[src/sv/odo_pkg.sv]
`timescale 1ns / 1ps
// ----------------------------------------------------------------------------
// odo_pkg
// Shared widths, constants, handshake structs and helper functions for the
// differential drive odometry core.
// ----------------------------------------------------------------------------
package odo_pkg;

	localparam int CNT_W    = 16;
	localparam int PERIOD_W = 20;
	localparam int RATE_W   = 32;
	localparam int HEAD_W   = 40;
	localparam int POS_W    = 48;
	localparam int DLT_W    = 18;
	localparam int ANG_W    = 28;
	localparam int CS_W     = 34;

	localparam int CORDIC_STEPS_DEF = 24;

	// register indexes on the configuration port
	localparam logic [1:0] REG_CPT   = 2'd0;
	localparam logic [1:0] REG_TIRE  = 2'd1;
	localparam logic [1:0] REG_TRACK = 2'd2;

	localparam logic [CNT_W-1:0] CPT_RST   = 16'd16384;
	localparam logic [CNT_W-1:0] TIRE_RST  = 16'd3456;
	localparam logic [CNT_W-1:0] TRACK_RST = 16'd8448;

	// round(2*pi*1e6*2^16)
	localparam logic [63:0] K_RATE     = 64'd411774832291;
	localparam logic [63:0] MUL_LIMIT  = 64'h4000_0000_0000_0000;
	localparam logic [63:0] SPEED_DIV  = 64'd131072;
	localparam logic [63:0] HEAD_SCALE = 64'd16777216;
	localparam logic [63:0] MICRO      = 64'd1000000;
	localparam logic [63:0] Q30_ONE    = 64'd1073741824;
	localparam logic [19:0] MICRO_20   = 20'd1000000;

	localparam logic [ANG_W-1:0] HALF_PI_Q25 = 28'd52707179;
	localparam logic [ANG_W-1:0] PI_Q25      = 28'd105414358;
	localparam logic [ANG_W-1:0] PI3_2_Q25   = 28'd158121537;
	localparam logic [ANG_W-1:0] TWO_PI_Q25  = 28'd210828716;

	localparam logic signed [CS_W-1:0] GAIN_Q30   = 34'sd652032875;
	localparam logic signed [63:0]     SMALL_TURN = 64'sd131072;

	typedef struct packed {
		logic              start;
		logic              rnd;
		logic signed [63:0] a;
		logic signed [63:0] b;
		logic signed [63:0] c;
	} md_req_t;

	typedef struct packed {
		logic              busy;
		logic              done;
		logic signed [63:0] quot;
		logic [63:0]        rem;
	} md_rsp_t;

	typedef struct packed {
		logic             start;
		logic [ANG_W-1:0] ang;
	} cor_req_t;

	typedef struct packed {
		logic                   busy;
		logic                   done;
		logic signed [CS_W-1:0] co;
		logic signed [CS_W-1:0] si;
	} cor_rsp_t;

	function automatic logic [29:0] atan_q30(input logic [4:0] i);
		logic [29:0] r;
		case (i)
			5'd0:  r = 30'd843314857;
			5'd1:  r = 30'd497837829;
			5'd2:  r = 30'd263043837;
			5'd3:  r = 30'd133525159;
			5'd4:  r = 30'd67021687;
			5'd5:  r = 30'd33543516;
			5'd6:  r = 30'd16775851;
			5'd7:  r = 30'd8388437;
			5'd8:  r = 30'd4194283;
			5'd9:  r = 30'd2097149;
			5'd10: r = 30'd1048576;
			5'd11: r = 30'd524288;
			5'd12: r = 30'd262144;
			5'd13: r = 30'd131072;
			5'd14: r = 30'd65536;
			5'd15: r = 30'd32768;
			5'd16: r = 30'd16384;
			5'd17: r = 30'd8192;
			5'd18: r = 30'd4096;
			5'd19: r = 30'd2048;
			5'd20: r = 30'd1024;
			5'd21: r = 30'd512;
			5'd22: r = 30'd256;
			5'd23: r = 30'd128;
			5'd24: r = 30'd64;
			5'd25: r = 30'd32;
			5'd26: r = 30'd16;
			5'd27: r = 30'd8;
			5'd28: r = 30'd4;
			5'd29: r = 30'd2;
			5'd30: r = 30'd1;
			default: r = 30'd0;
		endcase
		return r;
	endfunction

	function automatic logic [63:0] mag64(input logic signed [63:0] v);
		return v[63] ? 64'(-v) : 64'(v);
	endfunction

	function automatic logic signed [RATE_W-1:0] sat32(input logic signed [63:0] v);
		logic signed [RATE_W-1:0] r;
		if (v[63:RATE_W-1] == '0 || v[63:RATE_W-1] == '1)
			r = v[RATE_W-1:0];
		else
			r = v[63] ? {1'b1, {(RATE_W-1){1'b0}}} : {1'b0, {(RATE_W-1){1'b1}}};
		return r;
	endfunction

	function automatic logic signed [HEAD_W-1:0] sat40(input logic signed [64:0] v);
		logic signed [HEAD_W-1:0] r;
		if (v[64:HEAD_W-1] == '0 || v[64:HEAD_W-1] == '1)
			r = v[HEAD_W-1:0];
		else
			r = v[64] ? {1'b1, {(HEAD_W-1){1'b0}}} : {1'b0, {(HEAD_W-1){1'b1}}};
		return r;
	endfunction

	function automatic logic signed [POS_W-1:0] sat48(input logic signed [64:0] v);
		logic signed [POS_W-1:0] r;
		if (v[64:POS_W-1] == '0 || v[64:POS_W-1] == '1)
			r = v[POS_W-1:0];
		else
			r = v[64] ? {1'b1, {(POS_W-1){1'b0}}} : {1'b0, {(POS_W-1){1'b1}}};
		return r;
	endfunction

	// count change with wrap folding around half a turn
	function automatic logic signed [DLT_W-1:0] unwrap(input logic [CNT_W-1:0] cur,
			input logic [CNT_W-1:0] prev, input logic [CNT_W-1:0] cpt);
		logic signed [DLT_W-1:0] d;
		logic signed [DLT_W-1:0] half;
		logic signed [DLT_W-1:0] full;
		d    = signed'({2'b00, cur}) - signed'({2'b00, prev});
		half = signed'({3'b000, cpt[CNT_W-1:1]});
		full = signed'({2'b00, cpt});
		if (cpt >= 16'd2) begin
			if (d >= half)
				d = d - full;
			else if (d <= -half)
				d = d + full;
		end
		return d;
	endfunction

endpackage

[src/sv/odo_cordic.sv]
`timescale 1ns / 1ps
// ----------------------------------------------------------------------------
// odo_cordic
// Iterative rotation-mode CORDIC: sine and cosine in Q30 of a reduced angle
// in [0, 2*pi) at 2^-25 rad, one micro-rotation per cycle.
// ----------------------------------------------------------------------------
module odo_cordic #(
	parameter int CORDIC_STEPS = odo_pkg::CORDIC_STEPS_DEF
) (
	input  logic              clk,
	input  logic              arst_n,
	input  odo_pkg::cor_req_t req,
	output odo_pkg::cor_rsp_t rsp
);

	localparam int CW = $clog2(CORDIC_STEPS + 1);

	typedef enum logic [1:0] {C_IDLE, C_RUN, C_FIN} cstate_t;

	cstate_t                         state_q;
	logic signed [odo_pkg::CS_W-1:0] x_q;
	logic signed [odo_pkg::CS_W-1:0] y_q;
	logic signed [odo_pkg::CS_W-1:0] z_q;
	logic [CW-1:0]                   cnt_q;
	logic [1:0]                      quad_q;
	logic                            done_q;
	logic signed [odo_pkg::CS_W-1:0] co_q;
	logic signed [odo_pkg::CS_W-1:0] si_q;

	logic [1:0]                      quad;
	logic [odo_pkg::ANG_W-1:0]       base;
	logic [odo_pkg::ANG_W-1:0]       frac;
	logic signed [odo_pkg::CS_W-1:0] z0;
	logic signed [odo_pkg::CS_W-1:0] xsh;
	logic signed [odo_pkg::CS_W-1:0] ysh;
	logic signed [odo_pkg::CS_W-1:0] at;

	always_comb begin
		if (req.ang >= odo_pkg::PI3_2_Q25) begin
			quad = 2'd3;
			base = odo_pkg::PI3_2_Q25;
		end else if (req.ang >= odo_pkg::PI_Q25) begin
			quad = 2'd2;
			base = odo_pkg::PI_Q25;
		end else if (req.ang >= odo_pkg::HALF_PI_Q25) begin
			quad = 2'd1;
			base = odo_pkg::HALF_PI_Q25;
		end else begin
			quad = 2'd0;
			base = '0;
		end
		frac = req.ang - base;
		// Q25 -> Q30
		z0   = signed'({1'b0, frac, 5'b00000});
		xsh  = x_q >>> cnt_q;
		ysh  = y_q >>> cnt_q;
		at   = signed'({4'b0000, odo_pkg::atan_q30(5'(cnt_q))});
	end

	always_ff @(posedge clk or negedge arst_n) begin
		if (!arst_n) begin
			state_q <= C_IDLE;
			done_q  <= 1'b0;
		end else begin
			done_q <= 1'b0;
			case (state_q)
				C_IDLE: begin
					if (req.start) begin
						x_q     <= odo_pkg::GAIN_Q30;
						y_q     <= '0;
						z_q     <= z0;
						quad_q  <= quad;
						cnt_q   <= '0;
						state_q <= C_RUN;
					end
				end
				C_RUN: begin
					if (!z_q[odo_pkg::CS_W-1]) begin
						x_q <= x_q - ysh;
						y_q <= y_q + xsh;
						z_q <= z_q - at;
					end else begin
						x_q <= x_q + ysh;
						y_q <= y_q - xsh;
						z_q <= z_q + at;
					end
					cnt_q <= cnt_q + CW'(1);
					if (cnt_q == CW'(CORDIC_STEPS - 1))
						state_q <= C_FIN;
				end
				C_FIN: begin
					case (quad_q)
						2'd0: begin
							co_q <= x_q;
							si_q <= y_q;
						end
						2'd1: begin
							co_q <= -y_q;
							si_q <= x_q;
						end
						2'd2: begin
							co_q <= -x_q;
							si_q <= -y_q;
						end
						default: begin
							co_q <= y_q;
							si_q <= -x_q;
						end
					endcase
					done_q  <= 1'b1;
					state_q <= C_IDLE;
				end
				default: state_q <= C_IDLE;
			endcase
		end
	end

	assign rsp.busy = (state_q != C_IDLE);
	assign rsp.done = done_q;
	assign rsp.co   = co_q;
	assign rsp.si   = si_q;

endmodule

[config.mk]
export PLATFORM = sky130hd
export DESIGN_NAME = odo_cordic
export DESIGN_NICKNAME = d
export VERILOG_FILES = /design/src/sv/odo_pkg.sv /design/src/sv/odo_cordic.sv
export SDC_FILE = /design/constraint.sdc
export NUM_CORES = 1
export LEC_CHECK = 0
export BUFFER_PORTS_ARGS = -buffer_cell sky130_fd_sc_hd__buf_2
export CAP_MARGIN = 20
export CORE_MARGIN = 2
export CORE_UTILIZATION = 60
export DETAILED_ROUTE_END_ITERATION = 10
export GPL_TIMING_DRIVEN = 0
export PLACE_DENSITY_LB_ADDON = 0.25
export REMOVE_ABC_BUFFERS = 1
export SYNTH_ARGS = -nofsm -noshare
export SYNTH_HDL_FRONTEND = slang
export SYNTH_SLANG_ARGS = --single-unit
[constraint.sdc]
create_clock -name clk -period 7.3 [get_ports clk]
set_input_delay 1.46 -clock clk [delete_from_list [all_inputs] [get_ports clk]]
set_output_delay 1.46 -clock clk [all_outputs]
set_load 0.01 [all_outputs]
# Yosys cells after proc, flatten, opt, wreduce, memory -nomap -nowiden
# Memory sizes are Yosys's and may differ from the RTL's. A register that Yosys moved wholly into a read port is not among the register bits.
# Cells that the tools add are included.
[classes]
n_eq_ne = 7
order_cmp = 3
n_addsub = 10
shifts = 2
n_reduce_logical = 9
muxes = 23
[op_table]
columns = ["op", "n"]
rows = [
  ["$mux 34", 6],
  ["$pmux 34 s2", 3],
  ["$pmux 34 s3", 2],
  ["$add 34x34->34", 2],
  ["$neg 34->34", 2],
  ["$sshr 34x5->34", 2],
  ["$sub 34x34->34", 2],
  ["$add 34x31->34", 1],
  ["$sub 34x31->34", 1],
  ["$ge 28x26->1 const B", 1],
  ["$ge 28x27->1 const B", 1],
  ["$ge 28x28->1 const B", 1],
  ["$mux 28", 1],
  ["$sub 28x28->28", 1],
  ["$mux 27", 1],
  ["$mux 26", 1],
  ["$mux 5", 2],
  ["$pmux 5 s2", 1],
  ["$reduce_and 3->1", 2],
  ["$add 5x1->5 const B", 1],
  ["$eq 5x5->1 const B", 1],
  ["$eq 2x1->1 const B", 2],
  ["$eq 2x2->1 const B", 2],
  ["$logic_not 2->1", 2],
  ["other kinds (7)", 13],
]
[word_totals]
in_bits = 31
n_memories = 1
mem_bits_ro = 960
register_bits = 180
elab_cells = 65
[memory_table]
columns = ["name", "depth", "word_bits", "read_ports", "rd_clocked_by_memory_dff", "write_ports", "line_no", "rtl"]
rows = [
  ["(no name shown)", 32, 30, 1, 1, 0, "odo_pkg.sv:75", "case (i)"],
]

# Longest topological paths before layout
[depth]
depth_word = 7
mapped_depth = 26
mapped_depth_nobuf = 22

# Least setup slack after synthesis
# Ideal clock, no wire load.
[synth_path]
kind = "input to register"
start = "in req[1] in the netlist's numbering"
end = "reg z_q[31] in the netlist's numbering, data pin"
path_slack_ns = 1.375
t_required_ns = 7.029
path_stages = 17
path_buffers = 0
arrival_ns = 5.654
path_cell_list = "a21o_1 a21o_1 a31oi_1 o21ai_0 a211o_1 a211o_1 a311oi_1 ha_1 a2111oi_0 a221oi_1 and3_1 a221oi_1 o21ai_0 o211ai_1 a311oi_1 xnor2_1 mux2i_1"
[synth_between]
elab_chain_cells = 7
elab_cells_between_ends = 9
cone_classes = "add/sub: 1; order compare: 3; mux: 5"
[synth_lines]
columns = ["item", "line_no", "rtl"]
rows = [
  ["start: declaration", "odo_cordic.sv:12", "input odo_pkg::cor_req_t req,"],
  ["$ge 28x26->1", "odo_cordic.sv:45", "end else if (req.ang >= odo_pkg::HALF_PI_Q25) begin"],
  ["$mux 26", "odo_cordic.sv:45", ""],
  ["$mux 27", "odo_cordic.sv:42", "end else if (req.ang >= odo_pkg::PI_Q25) begin"],
  ["$mux 28", "odo_cordic.sv:39", "if (req.ang >= odo_pkg::PI3_2_Q25) begin"],
  ["$sub 28x28->28 *", "odo_cordic.sv:52", "frac = req.ang - base;"],
  ["$mux 34 *", "odo_cordic.sv:68", "if (req.start) begin"],
  ["$pmux 34 s2 *", "odo_cordic.sv:66", "case (state_q)"],
  ["end signal: assignment", "odo_cordic.sv:71", "z_q <= z0;"],
  ["end signal: assignment", "odo_cordic.sv:81", "z_q <= z_q - at;"],
  ["end signal: assignment", "odo_cordic.sv:85", "z_q <= z_q + at;"],
  ["end: declaration", "odo_cordic.sv:23", "logic signed [odo_pkg::CS_W-1:0] z_q;"],
]
# Every way passes the cells marked *; elsewhere a longest branch is shown, timed or not. The select of a mux whose other input is x is not followed.
# A chain may end at the register's enable or synchronous reset.

# Worst setup path in the final report
[layout_path]
start = "reg cnt_q[0]"
end = "reg y_q[33] in the netlist's numbering, data pin"
[layout_between]
elab_chain_cells = 4
elab_cells_between_ends = 5
cone_classes = "add/sub: 2; shift: 1; mux: 2"
[layout_lines]
columns = ["item", "line_no", "rtl"]
rows = [
  ["start: declaration", "odo_cordic.sv:24", "logic [CW-1:0] cnt_q;"],
  ["start signal: assignment", "odo_cordic.sv:87", "cnt_q <= cnt_q + CW'(1);"],
  ["$sshr 34x5->34 *", "odo_cordic.sv:55", "xsh = x_q >>> cnt_q;"],
  ["$add 34x34->34 / $sub 34x34->34 (equally long branches)", "odo_cordic.sv:80, odo_cordic.sv:84", ""],
  ["$mux 34 *", "odo_cordic.sv:78", "if (!z_q[odo_pkg::CS_W-1]) begin"],
  ["$pmux 34 s2 *", "odo_cordic.sv:66", ""],
  ["end signal: assignment", "odo_cordic.sv:80", "y_q <= y_q + xsh;"],
  ["end signal: assignment", "odo_cordic.sv:84", "y_q <= y_q - xsh;"],
  ["end: declaration", "odo_cordic.sv:22", "logic signed [odo_pkg::CS_W-1:0] y_q;"],
]
# Every way passes the cells marked *; elsewhere a longest branch is shown, timed or not.

==> impl_results.rst <==
.. list-table::
   :header-rows: 1

   * - Metric
     - Value
   * - Number of max-cap violations
     - 0
   * - Data required time of the worst path
     - 7.72 ns
   * - Nets
     - 2878
   * - TritonCTS clock tree
     - done
   * - Antenna violations before repair
     - 0
   * - Count of standard-cell rows
     - 71
   * - Hold Crit Class
     - reg2reg
   * - YS warnings
     - 0
   * - Relative slew margins
     - 31.70%
   * - Post-Route WL
     - 68670 µm
   * - Capturing element type of the critical path
     - register
   * - Root buffer cell
     - clkbuf_16
   * - Clock slew seen by the registers of the worst setup and hold paths
     - 0.06 ns
   * - Max FO, Critical Path
     - 19
   * - Number of buffers inserted by hold repair at cts
     - 0
   * - Area added between synthesis and finish
     - 9.523%
   * - Worst Hold Margin
     - 0.6023 ns
   * - Run status
     - completed
   * - Sort of element at the start of the critical path
     - register
   * - Final period util
     - 94.15%
   * - Starting density of the core
     - 60.94%
   * - Total half-perimeter wirelength after legalization and detailed placement
     - 51650 µm
   * - Count of TritonRoute iterations in the first routing pass
     - 6
   * - Pin slew with the least headroom to its limit
     - 1.024 ns
   * - Port bufs
     - 100
   * - X dimension of the die
     - 199.6 µm
   * - CTS H-tree depth
     - 1
   * - Hold Fails Final Rpt
     - 0
   * - Area fraction of the dominant cell type after synthesis
     - 23.16%
   * - RSZ-0062 raised after global routing
     - no
   * - Leading cell types by total area after synthesis
     - edfxtp_1 (23%), mux4_2 (7.8%), ha_1 (7.4%), xnor2_1 (6.2%), a21oi_1 (5.3%)
   * - Synthesized instance count
     - 2710
   * - Leading register cell type out of synthesis
     - edfxtp_1
   * - #FFs+latches synth
     - 210
   * - Num ports
     - 101
   * - Max Freq
     - 0.1455 GHz
   * - CTS max path bufs
     - 3
   * - Maximum number of pins on one net before global-route repair
     - 77
   * - Time the final worst path needs with I/O delays and setup
     - 6.873 ns
   * - Data arrival at the endpoint of the critical path
     - 7.29 ns
   * - First-pass GRT wire length
     - 108500 µm
   * - Number of antenna diodes
     - 0
   * - Final core area utilization
     - 66.74%
   * - Post-route antenna net violation count
     - 0
   * - Share of post-route cells with drive strength above 1
     - 12.10%
   * - Count of flip-flops with a built-in enable after synthesis
     - 177
   * - GR Overflow Total
     - 0
   * - Cell accounting for the most synthesized area
     - edfxtp_1
   * - Sequential-to-total area share from yosys stat
     - 26.10%
   * - Largest clock skew in the final design
     - 0.02043 ns
   * - Finish-stage setup viols
     - 0
   * - Number of sinks driven by the clock tree
     - 210
   * - Commonest cells post-synth
     - nor2_1 (293), nand2_1 (259), a21oi_1 (244)
   * - Post-detailed-route DRC marker count
     - 0
   * - Core Region
     - 37670 µm²
   * - Critical path class
     - reg2reg
   * - Proportion of register bits with asynchronous set or reset after synthesis
     - 1.429%
   * - First-iteration detailed-routing DRC count
     - 1898
   * - Die H
     - 199.6 µm
   * - Mean Syn Cell Area
     - 8.470 µm²
   * - Most repeated cell in the gate-level netlist after synthesis
     - nor2_1
   * - Number of vias after detailed routing
     - 21450
   * - Number of pins exceeding their max-slew limit in the final report
     - 0
   * - Total Routing Usage GR
     - 34.40%
   * - Mapped cell area
     - 22950 µm²
   * - Gpl congestion
     - 0.9888
   * - Wire length per cell after detailed routing
     - 21.21 µm
   * - Number of global-route vias before repair
     - 20750
   * - Average vias per placed instance
     - 6.624
   * - Clock insertion delay at the later pin of the skew report
     - 0.58 ns
   * - Post-synth cell types
     - 92
   * - Die outline area
     - 39840 µm²
   * - CTS Buf Count
     - 25
==> cell type report <==
type	instances	area [µm²]
inverters	73	280.3
flip-flops and latches	210	5991
clock inverters	11	152.6
multi-input cells	2259	16040
well taps	511	639.4
repair buffers	139	1320
clock buffers	35	714.4
fillers	3090	12530
==> metal layers <==
layer  vias to the layer above  wire (µm)  share of wire, %  track usage (%)
met2                       971      33890                49            60.98
li1                      10070          -                 -                -
met1                     10160      25880                38            40.36
met3                       240       4902               7.1            4.270
met5                         -          0                 0                0
met4                         0       4002               5.8            18.88
==> layout by cell type, fill, tap and decap left out, drive strengths merged, types with 13 or more instances in the layout <==
cell type  synthesis  layout
o21a              28      28
mux2i             46      46
nor2b             26      26
o31ai             22      22
and3              18      18
nor4              26      26
o22ai             13      13
o211ai            20      20
o21bai            18      18
nor3b             15      15
nor2             293     293
and2              23      23
or2               15      15
edfxtp           177     177
or4               16      16
nand2b            35      35
a21o              55      55
nand3             38      38
nor3              82      82
xnor2            163     163
mux4              79      79
nand2            259     259
xor2             117     117
ha               135     135
a31oi             40      40
a211o             15      15
inv               71      72
mux2              30      30
or3               25      25
buf               52     139
dfxtp             30      30
a21oi            244     244
a211oi            22      22
nand4             19      19
clkbuf           116      35
o21ai            172     172
==> cells by family after synthesis <==
| group | count (synthesis) | synth area share (%) |
|---|---|---|
| flip-flops | 210 | 26.10 |
| adder cells (fa/ha/maj) | 139 | 7.708 |
| XOR/XNOR | 281 | 10.78 |
| AND/OR/NAND/NOR | 920 | 19.05 |
| multiplexers | 155 | 11.23 |
| AO/OA/AOI/OAI | 764 | 20.97 |
| buffers and inverters | 241 | 4.165 |
==> worst max-delay path, cell delays in order, from the launching register on <==
cell and delay, ns:
edfxtp_1 0.47, buf_16 0.21, buf_16 0.18, buf_16 0.16, mux4_2 0.65, mux2_2 0.36, mux2i_2 0.28, nor2_1 0.07
a21oi_1 0.24, ha_1 0.27, inv_1 0.06, or4_4 0.59, nor3_1 0.27, a21oi_1 0.12, xor2_1 0.16, ha_1 0.37
a211o_1 0.30, a211oi_1 0.32, o211ai_1 0.13, o21ai_0 0.31, nand2_1 0.21, a21bo_2 0.26, o221ai_1 0.22, xnor3_1 0.37
nor2_1 0.11
==> worst paths after layout <==
path                                  from  slack [ns]  cells after the start          to
worst max-delay path              cnt_q[0]        0.43                     24     y_q[33]
max in group asynchronous           arst_n        6.49                      1  state_q[0]
min in group asynchronous           arst_n        0.68                      1      done_q
worst min register to register  state_q[1]        0.60                      1  state_q[0]
worst min-delay path            state_q[1]        0.60                      1  state_q[0]
worst max register to register    cnt_q[0]        0.43                     24     y_q[33]
==> registers in the layout (all words and copies together) (netlist names) <==
| register | count |
|---|---|
| at | 30 |
| cnt_q | 5 |
| co_q | 34 |
| done_q | 1 |
| quad_q | 2 |
| si_q | 34 |
| state_q | 2 |
| x_q | 34 |
| y_q | 34 |
| z_q | 34 |
==> through the flow <==
step	instance area [µm²]	setup WS, ns	TNS (ns)	std cells
after CTS	25110	0.1788	0	3235
after floorplan	22270	-0.6453	-6.496	2542
final	25140	0.4270	0	3238
after detailed placement	24210	-0.7030	-3.940	3185
after global placement	23410	-2.661	-96.45	3153
after global routing	25140	0.02904	0	3238
==> what timing repair did <==
| item | 4_1_cts | 5_1_grt |
|---|---|---|
| endpoints found under the setup margin | 12 | 3 |
| setup buffers | 4 | 0 |
| pin swaps | 1 | 0 |
| gates resized for setup | 0 | 4 |
Power is not shown: default switching activity piles up to over one toggle a cycle in this logic, so the estimate is an artifact.
